`src/hw/rtl/spec_tlx_pkg.sv`:
```
// ----------------------------------------------------------------------------
// spec_tlx_pkg
// Shared types, token codes and byte classes of the token lexer.
// ----------------------------------------------------------------------------
package spec_tlx_pkg;

   // Default identifier buffer size; NAME_BYTES-1 characters are kept.
   localparam int NAME_BYTES_DEF = 32;

   // Token kinds as seen on the result channel.
   localparam logic [3:0] K_IDENT  = 4'd0;
   localparam logic [3:0] K_COLON  = 4'd1;
   localparam logic [3:0] K_ARROW  = 4'd2;
   localparam logic [3:0] K_EQ     = 4'd3;
   localparam logic [3:0] K_LPAREN = 4'd4;
   localparam logic [3:0] K_RPAREN = 4'd5;
   localparam logic [3:0] K_COMMA  = 4'd6;
   localparam logic [3:0] K_GT     = 4'd7;
   localparam logic [3:0] K_ERROR  = 4'd8;
   localparam logic [3:0] K_END    = 4'd9;

   // Source bytes with a meaning of their own.
   localparam logic [7:0] CH_NUL     = 8'h00;
   localparam logic [7:0] CH_TAB     = 8'h09;
   localparam logic [7:0] CH_LF      = 8'h0A;
   localparam logic [7:0] CH_CR      = 8'h0D;
   localparam logic [7:0] CH_SPACE   = 8'h20;
   localparam logic [7:0] CH_PERCENT = 8'h25;
   localparam logic [7:0] CH_LPAREN  = 8'h28;
   localparam logic [7:0] CH_RPAREN  = 8'h29;
   localparam logic [7:0] CH_COMMA   = 8'h2C;
   localparam logic [7:0] CH_DASH    = 8'h2D;
   localparam logic [7:0] CH_COLON   = 8'h3A;
   localparam logic [7:0] CH_EQ      = 8'h3D;
   localparam logic [7:0] CH_GT      = 8'h3E;
   localparam logic [7:0] CH_UNDER   = 8'h5F;

   // One result item.
   typedef struct packed {
      logic [3:0] token_kind;
      logic [7:0] text_byte;
      logic [4:0] char_index;
      logic [4:0] ident_length;
      logic       token_last;
      logic       run_last;
   } res_type;

   function automatic logic is_ident_byte(input logic [7:0] c);
      return (c inside {[8'h41:8'h5A], [8'h61:8'h7A], [8'h30:8'h39], CH_UNDER});
   endfunction

   function automatic logic is_space(input logic [7:0] c);
      return (c inside {CH_SPACE, CH_TAB, CH_CR, CH_LF});
   endfunction

   // Kind of a single-byte token; anything unknown is an error token.
   function automatic logic [3:0] punct_kind(input logic [7:0] c);
      logic [3:0] k;
      case (c)
         CH_COLON:  k = K_COLON;
         CH_EQ:     k = K_EQ;
         CH_LPAREN: k = K_LPAREN;
         CH_RPAREN: k = K_RPAREN;
         CH_COMMA:  k = K_COMMA;
         CH_GT:     k = K_GT;
         default:   k = K_ERROR;
      endcase
      return k;
   endfunction

endpackage

```
`src/hw/rtl/spec_tlx_mem.sv`:
```
// ----------------------------------------------------------------------------
// spec_tlx_mem
// Identifier text buffer: one write port, one read port, registered read.
// ----------------------------------------------------------------------------
module spec_tlx_mem #(
   parameter int DEPTH = 31,
   parameter int AW    = 5
) (
   input  logic          clock,
   input  logic          wr_en,
   input  logic [AW-1:0] wr_addr,
   input  logic [7:0]    wr_data,
   input  logic          rd_en,
   input  logic [AW-1:0] rd_addr,
   output logic [7:0]    rd_data
);

   logic [7:0] mem_ff [DEPTH];
   logic [7:0] rd_data_ff;

   always_ff @(posedge clock) begin
      if (wr_en) begin
         mem_ff[wr_addr] <= wr_data;
      end
   end

   always_ff @(posedge clock) begin
      if (rd_en) begin
         rd_data_ff <= mem_ff[rd_addr];
      end
   end

   assign rd_data = rd_data_ff;

endmodule

```
`src/hw/rtl/spec_tlx_seq.sv`:
```
// ----------------------------------------------------------------------------
// spec_tlx_seq
// Byte classifier, lexer mode state and result sequencer around the buffer.
// ----------------------------------------------------------------------------
module spec_tlx_seq #(
   parameter int NAME_BYTES = spec_tlx_pkg::NAME_BYTES_DEF
) (
   input  logic                  clock,
   input  logic                  reset,
   input  logic                  req_valid,
   output logic                  req_ready,
   input  logic [7:0]            req_byte,
   input  logic                  req_end,
   input  logic                  out_free,
   output logic                  res_valid,
   output spec_tlx_pkg::res_type res
);
   import spec_tlx_pkg::*;

   localparam int CAP = NAME_BYTES - 1;
   localparam int AW  = (CAP > 1) ? $clog2(CAP) : 1;
   localparam int CW  = $clog2(NAME_BYTES);
   localparam logic [CW-1:0] CAP_C = CW'(CAP);

   localparam logic [1:0] MODE_IDLE    = 2'd0;
   localparam logic [1:0] MODE_IDENT   = 2'd1;
   localparam logic [1:0] MODE_COMMENT = 2'd2;
   localparam logic [1:0] MODE_DASH    = 2'd3;

   localparam logic [1:0] ST_IDLE  = 2'd0;
   localparam logic [1:0] ST_FLUSH = 2'd1;
   localparam logic [1:0] ST_ERR   = 2'd2;
   localparam logic [1:0] ST_TAIL  = 2'd3;

   logic [1:0]    state_ff, state_in;
   logic [1:0]    mode_ff, mode_in;
   logic [CW-1:0] kept_ff, kept_in;
   logic [CW-1:0] flen_ff, flen_in;
   logic [CW-1:0] idx_ff, idx_in;
   logic          rd_ok_ff, rd_ok_in;
   logic          tail_v_ff, tail_v_in;
   logic [3:0]    tail_k_ff, tail_k_in;

   logic          wr_en, rd_en;
   logic [AW-1:0] wr_addr, rd_addr;
   logic [7:0]    rd_data;
   logic          accept, is_eoi;

   spec_tlx_mem #(
      .DEPTH (CAP),
      .AW    (AW)
   ) u_mem (
      .clock   (clock),
      .wr_en   (wr_en),
      .wr_addr (wr_addr),
      .wr_data (req_byte),
      .rd_en   (rd_en),
      .rd_addr (rd_addr),
      .rd_data (rd_data)
   );

   assign req_ready = (state_ff == ST_IDLE);
   assign accept    = req_valid & req_ready;
   assign is_eoi    = req_end | (req_byte == CH_NUL);

   always_comb begin
      logic          do_flush, do_err, lex, last_char;
      logic [CW-1:0] idx_nx;
      do_flush  = 1'b0;
      do_err    = 1'b0;
      lex       = 1'b0;
      last_char = 1'b0;
      idx_nx    = idx_ff + 1'b1;

      state_in  = state_ff;
      mode_in   = mode_ff;
      kept_in   = kept_ff;
      flen_in   = flen_ff;
      idx_in    = idx_ff;
      rd_ok_in  = rd_ok_ff;
      tail_v_in = tail_v_ff;
      tail_k_in = tail_k_ff;
      wr_en     = 1'b0;
      wr_addr   = kept_ff[AW-1:0];
      rd_en     = 1'b0;
      rd_addr   = idx_ff[AW-1:0];
      res_valid = 1'b0;
      res       = '0;

      case (state_ff)
         ST_IDLE: begin
            if (accept) begin
               tail_v_in = 1'b0;
               tail_k_in = K_END;
               if (is_eoi) begin
                  do_flush  = (mode_ff == MODE_IDENT);
                  do_err    = (mode_ff == MODE_DASH);
                  tail_v_in = 1'b1;
                  mode_in   = MODE_IDLE;
                  kept_in   = '0;
               end else begin
                  case (mode_ff)
                     MODE_COMMENT: begin
                        if (req_byte == CH_LF) begin
                           mode_in = MODE_IDLE;
                        end
                     end
                     MODE_IDENT: begin
                        if (is_ident_byte(req_byte)) begin
                           if (kept_ff < CAP_C) begin
                              wr_en   = 1'b1;
                              kept_in = kept_ff + 1'b1;
                           end
                        end else begin
                           do_flush = 1'b1;
                           mode_in  = MODE_IDLE;
                           kept_in  = '0;
                           lex      = 1'b1;
                        end
                     end
                     MODE_DASH: begin
                        mode_in = MODE_IDLE;
                        if (req_byte == CH_GT) begin
                           tail_v_in = 1'b1;
                           tail_k_in = K_ARROW;
                        end else begin
                           do_err = 1'b1;
                           lex    = 1'b1;
                        end
                     end
                     default: begin
                        lex = 1'b1;
                     end
                  endcase
                  if (lex) begin
                     if (is_space(req_byte)) begin
                        mode_in = MODE_IDLE;
                     end else if (req_byte == CH_PERCENT) begin
                        mode_in = MODE_COMMENT;
                     end else if (is_ident_byte(req_byte)) begin
                        wr_en   = 1'b1;
                        wr_addr = '0;
                        kept_in = CW'(1);
                        mode_in = MODE_IDENT;
                     end else if (req_byte == CH_DASH) begin
                        mode_in = MODE_DASH;
                     end else begin
                        tail_v_in = 1'b1;
                        tail_k_in = punct_kind(req_byte);
                     end
                  end
               end
               flen_in  = kept_ff;
               idx_in   = '0;
               rd_ok_in = 1'b0;
               if (do_flush) begin
                  state_in = ST_FLUSH;
               end else if (do_err) begin
                  state_in = ST_ERR;
               end else if (tail_v_in) begin
                  state_in = ST_TAIL;
               end
            end
         end
         ST_FLUSH: begin
            if (!rd_ok_ff) begin
               rd_en    = 1'b1;
               rd_ok_in = 1'b1;
            end else if (out_free) begin
               last_char        = (idx_nx == flen_ff);
               res_valid        = 1'b1;
               res.token_kind   = K_IDENT;
               res.text_byte    = rd_data;
               res.char_index   = 5'(idx_ff);
               res.ident_length = 5'(flen_ff);
               res.token_last   = last_char;
               res.run_last     = last_char & ~tail_v_ff;
               if (last_char) begin
                  rd_ok_in = 1'b0;
                  state_in = tail_v_ff ? ST_TAIL : ST_IDLE;
               end else begin
                  rd_en   = 1'b1;
                  rd_addr = idx_nx[AW-1:0];
                  idx_in  = idx_nx;
               end
            end
         end
         ST_ERR: begin
            if (out_free) begin
               res_valid      = 1'b1;
               res.token_kind = K_ERROR;
               res.token_last = 1'b1;
               res.run_last   = ~tail_v_ff;
               state_in       = tail_v_ff ? ST_TAIL : ST_IDLE;
            end
         end
         ST_TAIL: begin
            if (out_free) begin
               res_valid      = 1'b1;
               res.token_kind = tail_k_ff;
               res.token_last = 1'b1;
               res.run_last   = 1'b1;
               tail_v_in      = 1'b0;
               state_in       = ST_IDLE;
            end
         end
         default: begin
            state_in = ST_IDLE;
         end
      endcase
   end

   always_ff @(posedge clock) begin
      if (reset) begin
         state_ff  <= ST_IDLE;
         mode_ff   <= MODE_IDLE;
         kept_ff   <= '0;
         rd_ok_ff  <= 1'b0;
         tail_v_ff <= 1'b0;
      end else begin
         state_ff  <= state_in;
         mode_ff   <= mode_in;
         kept_ff   <= kept_in;
         rd_ok_ff  <= rd_ok_in;
         tail_v_ff <= tail_v_in;
      end
   end

   always_ff @(posedge clock) begin
      flen_ff   <= flen_in;
      idx_ff    <= idx_in;
      tail_k_ff <= tail_k_in;
   end

   a_kept_cap: assert property (@(posedge clock) disable iff (reset)
      kept_ff <= CAP_C)
      else $error("identifier count beyond buffer size");

   a_kept_mode: assert property (@(posedge clock) disable iff (reset)
      (mode_ff != MODE_IDENT) |-> (kept_ff == '0))
      else $error("characters kept outside an identifier");

   a_flush_idx: assert property (@(posedge clock) disable iff (reset)
      (state_ff == ST_FLUSH) |-> (idx_ff < flen_ff))
      else $error("flush index past identifier length");

   a_end_restart: assert property (@(posedge clock) disable iff (reset)
      (accept && is_eoi) |=> (mode_ff == MODE_IDLE && kept_ff == '0))
      else $error("end of input did not restart the lexer");

   a_res_free: assert property (@(posedge clock) disable iff (reset)
      res_valid |-> out_free)
      else $error("result produced while output stage is full");

endmodule

```
`src/hw/rtl/spec_token_lexer_unit.sv`:
```
// ----------------------------------------------------------------------------
// spec_token_lexer_unit
// Byte-serial tokenizer for a small specification language.
// ----------------------------------------------------------------------------
//
//   channel | direction | transfer carries
//   --------+-----------+---------------------------------------------------
//   req_*   | in        | one source byte, tlast or a NUL byte marks end of source
//   rsp_*   | out       | one token result (identifiers: one per character)
//
// A byte that yields a single token needs the transfer, then the result
// entering the output register. An identifier flush first reads the text
// buffer, then sends one kept character per cycle while the output register
// is free, paced by the single registered read port. Reset clears the lexer
// mode and the kept count; the text buffer is not cleared, since only written
// entries are ever read. A stalled rsp_ side holds the result in the output
// register while the sequencer waits.
//
module spec_token_lexer_unit #(
   parameter int NAME_BYTES = spec_tlx_pkg::NAME_BYTES_DEF
) (
   input  logic        clock,
   input  logic        reset,
   input  logic        req_tvalid,
   output logic        req_tready,
   input  logic [7:0]  req_tdata,   // [7:0] byte_value
   input  logic        req_tlast,   // is_end
   output logic        rsp_tvalid,
   input  logic        rsp_tready,
   output logic [23:0] rsp_tdata,   // [7:0] text_byte, [12:8] char_index,
                                    // [17:13] ident_length, [23:18] zero
   output logic [4:0]  rsp_tuser,   // [3:0] token_kind, [4] token_last
   output logic        rsp_tlast    // run_last
);
   import spec_tlx_pkg::*;

   logic    out_free;
   logic    res_valid;
   res_type res;

   // Output register: one result waits here while the sequencer goes on.
   logic    rsp_valid_ff, rsp_valid_in;
   res_type rsp_res_ff, rsp_res_in;

   spec_tlx_seq #(
      .NAME_BYTES (NAME_BYTES)
   ) u_seq (
      .clock     (clock),
      .reset     (reset),
      .req_valid (req_tvalid),
      .req_ready (req_tready),
      .req_byte  (req_tdata),
      .req_end   (req_tlast),
      .out_free  (out_free),
      .res_valid (res_valid),
      .res       (res)
   );

   // The register can take a new result when it is empty or being drained.
   assign out_free = ~rsp_valid_ff | rsp_tready;

   always_comb begin
      rsp_valid_in = rsp_valid_ff & ~rsp_tready;
      rsp_res_in   = rsp_res_ff;
      if (res_valid) begin
         rsp_valid_in = 1'b1;
         rsp_res_in   = res;
      end
   end

   always_ff @(posedge clock) begin
      if (reset) begin
         rsp_valid_ff <= 1'b0;
      end else begin
         rsp_valid_ff <= rsp_valid_in;
      end
   end

   always_ff @(posedge clock) begin
      rsp_res_ff <= rsp_res_in;
   end

   assign rsp_tvalid = rsp_valid_ff;
   assign rsp_tdata  = {6'b0, rsp_res_ff.ident_length, rsp_res_ff.char_index,
                        rsp_res_ff.text_byte};
   assign rsp_tuser  = {rsp_res_ff.token_last, rsp_res_ff.token_kind};
   assign rsp_tlast  = rsp_res_ff.run_last;

endmodule
```
`config.mk`:
```
export PLATFORM = sky130hd
export DESIGN_NAME = spec_token_lexer_unit
export DESIGN_NICKNAME = d
export VERILOG_FILES = /design/src/hw/rtl/spec_tlx_pkg.sv /design/src/hw/rtl/spec_tlx_mem.sv /design/src/hw/rtl/spec_tlx_seq.sv /design/src/hw/rtl/spec_token_lexer_unit.sv
export SDC_FILE = /design/constraint.sdc
export NUM_CORES = 1
export LEC_CHECK = 0
export BUFFER_PORTS_ARGS = -buffer_cell sky130_fd_sc_hd__clkbuf_2
export CORE_MARGIN = 5
export CORE_UTILIZATION = 55
export DETAILED_ROUTE_END_ITERATION = 16
export HOLD_SLACK_MARGIN = 0.1
export PLACE_DENSITY_LB_ADDON = 0.1
export SLEW_MARGIN = 5
export SYNTH_ARGS = -nofsm -noshare
export SYNTH_HDL_FRONTEND = slang
export SYNTH_HIERARCHICAL = 1
export SYNTH_SLANG_ARGS = --single-unit
```
`constraint.sdc`:
```
create_clock -name clock -period 4.1 [get_ports clock]
set_clock_uncertainty 0.2 [all_clocks]
set_input_delay 0.205 -clock clock [delete_from_list [all_inputs] [get_ports clock]]
set_output_delay 0.205 -clock clock [all_outputs]
set_load 0.01 [all_outputs]
```
[Word level (Yosys, flattened, before mapping)]
Memories as Yosys holds them, arrays and structs flattened. A register that Yosys moved wholly into a read port is not among the register bits.
Index checks and enable logic that the tools add are counted.
Operators by class
  order comparisons: 7
  reductions and logical operators: 15
  divide/modulo/power cells: 0
  multiplexer cells: 108
  equal/unequal tests: 27
  shift operators: 0
  add/subtract/negate cells: 2
  bitwise operators: 8
  $mul: 0
Operators with widths (count)
  5-bit two-way mux: 20
  8-bit by 6-bit == test with 1-bit output, second input constant: 9
  1-bit two-way mux: 47
  2-bit two-way mux: 20
  4-bit two-way mux: 9
  8-bit by 4-bit == test with 1-bit output, second input constant: 3
  24-bit two-way mux: 1
  4-bit case mux with 6 select lines: 1
  20-bit two-way mux: 1
  8-bit by 7-bit >= comparator with 1-bit output, second input constant: 2
  8-bit by 7-bit less-or-equal comparator with 1-bit output, second input constant: 2
  2-bit case mux with 3 select lines: 2
  4-bit case mux with 3 select lines: 1
  5-bit by 1-bit adder with 5-bit output, second input constant: 2
  5-bit case mux with 2 select lines: 1
  2-bit == test, second input constant: 4
  8-bit by 7-bit == test with 1-bit output, second input constant: 1
  8-bit by 6-bit >= comparator with 1-bit output, second input constant: 1
  8-bit by 6-bit less-or-equal comparator with 1-bit output, second input constant: 1
  8-bit zero test: 1
  2-bit != test, second input constant: 4
  2-bit case mux with 4 select lines: 1
  4-bit nonzero test: 2
  7-bit AND reduction: 1
  other kinds (16): 30
Storage, ports and cells
  logic and storage cells: 183
  bits of input ports: 13
  ROM bits: 0
  bits in writable memories: 248
  memories: 1
  bits in latches: 0
  register bits after elaboration: 50
Memories
  u_seq.u_mem.mem_ff: words 31, width 8, rd ports 1, clocked after Yosys merged registers in 1, wr ports 1, line spec_tlx_mem.sv:18  | logic [7:0] mem_ff [DEPTH];

[Depth between registers and ports, before layout]
  depth in word-level cells: 17
  mapped depth: 14
  mapped depth without buffers: 11

[Cells and area by module]
The synthesis kept the hierarchy.
Modules (own cells, without submodules)
  spec_tlx_mem: area an instance 10188.5 um^2, sequential area each 7687.4 um^2, cells an instance 561, instances 1
  spec_tlx_seq: area an instance 2123.3 um^2, sequential area each 640.6 um^2, cells an instance 270, instances 1
  spec_token_lexer_unit: area an instance 815.8 um^2, sequential area each 740.7 um^2, cells an instance 35, instances 1

[Worst setup path before layout]
OpenSTA, ideal clock, no wires.
  path kind: register to register
  start point: reg u_seq.idx_ff[0]
  end point: reg u_seq.u_mem.rd_data_ff[3] (netlist: u_seq/u_mem/rd_data[3]) (read register of u_seq.u_mem.mem_ff) (data pin)
  cell stages (with the launch flop): 13
  path buffers: 2
  arrival: 3064 ps
  setup slack: 578 ps
  required time: 3642 ps
  clock period less this slack: 3522 ps
  cell sequence: edfxtp_1 -> ha_1 -> xor3_1 -> nor3_2 -> a31oi_1 -> nand2_1 -> xnor2_1 -> buf_6 -> buf_12 -> mux4_2 -> nand2_1 -> nand2_1 -> o221a_1
Between the ends
  longest elaborated chain between the ends: 6
Ends and longest elaborated chain
  start: declaration: line spec_tlx_seq.sv:39  | logic [CW-1:0] idx_ff, idx_in;
  start signal: assignment: line spec_tlx_seq.sv:231  | idx_ff <= idx_in;
  5-bit by 1-bit adder with 5-bit output: line spec_tlx_seq.sv:73  | idx_nx = idx_ff + 1'b1;
  5-bit == test: line spec_tlx_seq.sv:170  | last_char = (idx_nx == flen_ff);
  5-bit two-way mux
  5-bit two-way mux: line spec_tlx_seq.sv:169  | end else if (out_free) begin
  5-bit two-way mux: line spec_tlx_seq.sv:166  | if (!rd_ok_ff) begin
  5-bit two-way mux *: line spec_tlx_seq.sv:90  | case (state_ff)
  named net u_seq.rd_addr[0]: line spec_tlx_seq.sv:45  | logic [AW-1:0] wr_addr, rd_addr;
  end: declaration: line spec_tlx_mem.sv:19  | logic [7:0] rd_data_ff;
The timed path passes the listed nets; every way through them passes the cells marked *.
A chain may end at the register's enable or synchronous reset.

[Worst setup path in the final report]
  start point: reg u_seq.idx_ff[0]
  end point: reg u_seq.u_mem.rd_data_ff[5] (netlist: u_seq/u_mem/rd_data[5]) (read register of u_seq.u_mem.mem_ff) (data pin)
Between the ends
  longest elaborated chain between the ends: 6
Ends and longest elaborated chain (line)
  5-bit by 1-bit adder with 5-bit output *: spec_tlx_seq.sv:73
  5-bit == test: spec_tlx_seq.sv:170
  5-bit two-way mux *
  5-bit two-way mux *: spec_tlx_seq.sv:169
  5-bit two-way mux *: spec_tlx_seq.sv:166
  5-bit two-way mux *: spec_tlx_seq.sv:90
  named net u_seq.rd_addr[2]: spec_tlx_seq.sv:45
Marks and branches as above.

==> results summary <==
The flow ran to the end, and the final reports show no timing, DRC or antenna violations. The worst setup path is launched from a register. The maximum cell stage delay along the critical path came out at 0.63 ns.

The non-filler instance count after layout is 1312. The total wire length is 29400 um. For the pin with the worst max-slew slack, the measured transition is 0.720 ns. The initial antenna violation count came to 2.

The min-delay analysis places its worst path in the category input pin to register. Pin placement for this block handled 45 I/O pins. The minimum period implied by the final worst setup slack is 3.92 ns. The share of the yosys chip area belonging to registers is 69.1%. The tool flagged a number of max-cap violations equal to 0. For this configuration, the core starts out at a cell density of 55.9%. The overall track demand over capacity in global routing came out at 22.0%. The max-slew violation count is 0.

CTS built an H-tree with a depth of 1. The highest attainable clock frequency is 255 MHz. The count of cell types in the netlist is 68. Entering global routing, the biggest net connects 44 pins.

Setup repair after global routing left no endpoint under its margin. The worst endpoint data arrival time is 4.01 ns. The detailed-route vias per instance is between 5 and 6. The worst setup path is captured at a register. After synthesis, the share of flip-flops with an asynchronous set or reset is 0%. The die width is around 160 um. Counting the buffers created by CTS gives 31. For this run, the leading register cell type out of synthesis is sky130_fd_sc_hd__edfxtp_1.

Across all layers, the routed design uses 7744 vias. The count of buffering cells on the critical path with inverters included is 0. The number of setup buffers added after CTS is 0. The count of mapped cells out of synthesis is 866. The average wire per cell in the routed design came out at ~22 um. The fraction of final layout cells sized beyond drive strength 1 is 18.9%. The final net count came out at between 900 and 1000. The count of nets left with antenna violations once routing finished came out at 0. The wire length of the first global-routing pass came out at 44900 um. At the end of routability-driven placement, the weighted congestion stood at 0.890.

Counting every sink on the clock net gives approximately 310. The floorplan row count is 56. The flip-flop and latch count after synthesis came out at 306. Dividing the final minimum period by the clock period gives between 90% and 100%. The number of buffer cells added on primary ports came out at 38.

After detailed routing, the number of remaining DRC violations is 0. The synthesis warning total came out at 6. The antenna diode count came out at 0. The number of global-route vias before repair came out at 7607. The area of placed instances is approximately 14000 um2. The maximum ir drop on the vdd rail is 0.371 mV. The leakage power of the design came out at between 5 and 6 nW.

In this run the power density over the cells is a little over 600 nW/um2. The maximum number of buffers from clock root to sink came out at 3. The height of the chip came out at 164 um. Walking the worst path, the cells encountered are ha_1 -> xor3_1 -> nor3_2 -> a31oi_1 -> nand3_1 -> xnor2_4 -> mux2_1 -> a221oi_1 -> nand4_1 -> o221a_1. The post-route worst hold slack came out at 0.216 ns. The insertion delay of the later-clocked pin in the worst-skew pair is 0.56 ns.

Once placement completed, the tool counted placed cells totaling 1242. The type of the worst setup path is register to register. The count of final hold-check violations is 0. In this run the cell area of the synthesized design comes to about 13000 um2.

The overall die area came out at between 20000 and 30000 um2. The design draws about 9.3 mW. The finished cells cover about 15000 um2. The post-synthesis to final-layout area growth is 15.0%. The tree is rooted in a sky130_fd_sc_hd__clkbuf_16. TritonCTS built the clock tree.

The worst path required time is 4.20 ns. The total overflow reported by the global router is 0. The area of the core is 23500 um2. The number of DRC markers after the initial detailed-route iteration is 692. On the critical path, the stage with the largest delay is an instance of sky130_fd_sc_hd__xnor2_4. The mean post-synth cell area came out at ~15 um2.

The number of detailed-route iterations in the first pass came out at 5. The cell family contributing the most delay on the critical path is XOR/XNOR gates. The final total negative setup slack is 0 ns.

The relative slew slack is between 50 and 60%. The clock slew at the register clock pins of the worst setup and hold paths came out at roughly 0.06 ns. Setup violations remaining at the end of the flow were counted as 0. The number of enable flip-flop cells after synthesis came out at a little under 300. Detailed placement ended at an HPWL of 20300 um. Along the worst path, the maximum fanout reaches 19.
[cells in the final DEF (no fill, tap or decap), types with 4 or more instances in the layout]
cell type and n:
sky130_fd_sc_hd__nor2b_1 21, sky130_fd_sc_hd__o21ai_0 14, sky130_fd_sc_hd__buf_4 57, sky130_fd_sc_hd__nand2b_1 9
sky130_fd_sc_hd__dlygate4sd3_1 13, sky130_fd_sc_hd__nand2_1 49, sky130_fd_sc_hd__clkinv_1 9, sky130_fd_sc_hd__edfxtp_1 294
sky130_fd_sc_hd__o2111ai_1 6, sky130_fd_sc_hd__mux2_2 6, sky130_fd_sc_hd__nand3_1 26, sky130_fd_sc_hd__conb_1 6
sky130_fd_sc_hd__a221oi_1 5, sky130_fd_sc_hd__nor4_1 5, sky130_fd_sc_hd__clkbuf_2 38, sky130_fd_sc_hd__mux4_2 16
sky130_fd_sc_hd__mux2i_1 76, sky130_fd_sc_hd__nand3b_1 6, sky130_fd_sc_hd__or3_1 4, sky130_fd_sc_hd__dfxtp_1 12
sky130_fd_sc_hd__ha_1 6, sky130_fd_sc_hd__clkbuf_16 31, sky130_fd_sc_hd__xor2_1 4, sky130_fd_sc_hd__and3_1 4
sky130_fd_sc_hd__nor2_1 74, sky130_fd_sc_hd__and2_1 21, sky130_fd_sc_hd__a211oi_1 7, sky130_fd_sc_hd__a22oi_1 26
sky130_fd_sc_hd__inv_1 9, sky130_fd_sc_hd__nor3_1 7, sky130_fd_sc_hd__bufinv_16 6, sky130_fd_sc_hd__clkinv_2 9
sky130_fd_sc_hd__a21oi_1 27, sky130_fd_sc_hd__xnor2_1 9, sky130_fd_sc_hd__nand4_1 12, sky130_fd_sc_hd__a31oi_1 12
[layer usage]
layer / wire (um) / GRT usage [%] / vias up
li1: - / - / 3560
met1: 12500 / 30.7 / 3840
met2: 14200 / 36.5 / 291
met3: 2000 / 3.74 / 53
met4: 706 / 5.63 / 0
met5: 0 / 0 / -
[power by group]
group / total, mW / switching (mW) / internal, mW
Clock: 2.87 / 1.13 / 1.75
Combinational: 2.67 / 1.59 / 1.08
Sequential: 3.80 / 0.129 / 3.67
[sequential cells by signal, indices dropped and copies added (netlist names)]
register / cells
rsp_tdata: 18
rsp_tlast: 1
rsp_tuser: 5
rsp_tvalid: 1
u_seq/flen_ff: 5
u_seq/idx_ff: 5
u_seq/kept_ff: 5
u_seq/mode_ff: 2
u_seq/rd_ok_ff: 1
u_seq/state_ff: 2
u_seq/tail_k_ff: 4
u_seq/tail_v_ff: 1
u_seq/u_mem/mem_ff: 248
u_seq/u_mem/rd_data: 8
[cell type report]
class                           instances  area (um2)
Sequential cell                       306        9070
Fill cell                            1699        8380
Multi-Input combinational cell        509        3730
Timing Repair Buffer                  111         808
Clock buffer                           32         779
Tap cell                              319         399
Clock inverter                         25         272
Inverter                               10        37.5
[per-stage QoR]
step / worst slack (ns) / utilization [%]
floorplan: 0.578 / -
global placement: 0.0262 / 59.2
detailed placement: -0.0179 / 59.2
CTS: 0.204 / 64.3
global route: 0.00684 / 64.3
finish: 0.182 / 64.3
[worst paths after layout]
check                    from                endpoint  slack (ns)  cells after the start
max           u_seq/idx_ff[0]  u_seq/u_mem/rd_data[5]        0.18                     10
min              req_tdata[4]      u_seq/tail_k_ff[2]        0.22                      3
max reg2reg   u_seq/idx_ff[0]  u_seq/u_mem/rd_data[5]        0.18                     10
min reg2reg  u_seq/kept_ff[4]        u_seq/flen_ff[4]        0.31                      0
[kinds of logic (layout without fill, tap and decap cells)]
family / Yosys count / count (layout) / share of synthesized area (%)
muxes: 104 / 104 / 9.91
other: 1 / 6 / 0.0286
DFF: 306 / 306 / 69.1
AOI/OAI and AO/OA: 127 / 127 / 6.69
and+or+nand+nor: 250 / 250 / 9.62
buffers and inverters: 56 / 178 / 2.92
xor gates and xnor gates: 16 / 16 / 1.18
adders and majority gates: 6 / 6 / 0.572
[worst min-delay path, stage by stage]
cell	delay, ns
sky130_fd_sc_hd__clkbuf_2	0.29
sky130_fd_sc_hd__nand3_1	0.19
sky130_fd_sc_hd__a211oi_1	0.08
[Yosys cell counts (all sizes together) (15+ instances only)]
cell / count / area share (%)
nor2b: 22 / 1.1
buf: 32 / 2.2
nand3: 26 / 0.99
o21ai: 15 / 0.57
a21oi: 30 / 1.2
edfxtp: 294 / 67
mux4: 18 / 3.1
nand2: 49 / 1.4
nor2: 74 / 2.1
a22oi: 26 / 1.5
and2: 21 / 1.0
mux2i: 77 / 6.0
[repair_timing]
item / in CTS / in global routing
hold buffers: 13 / 0
endpoints found under the hold margin: 35 / 0
gates resized for setup: 1 / 1
setup endpoints to repair: 1 / 1
(Power assumes the default switching activity.)
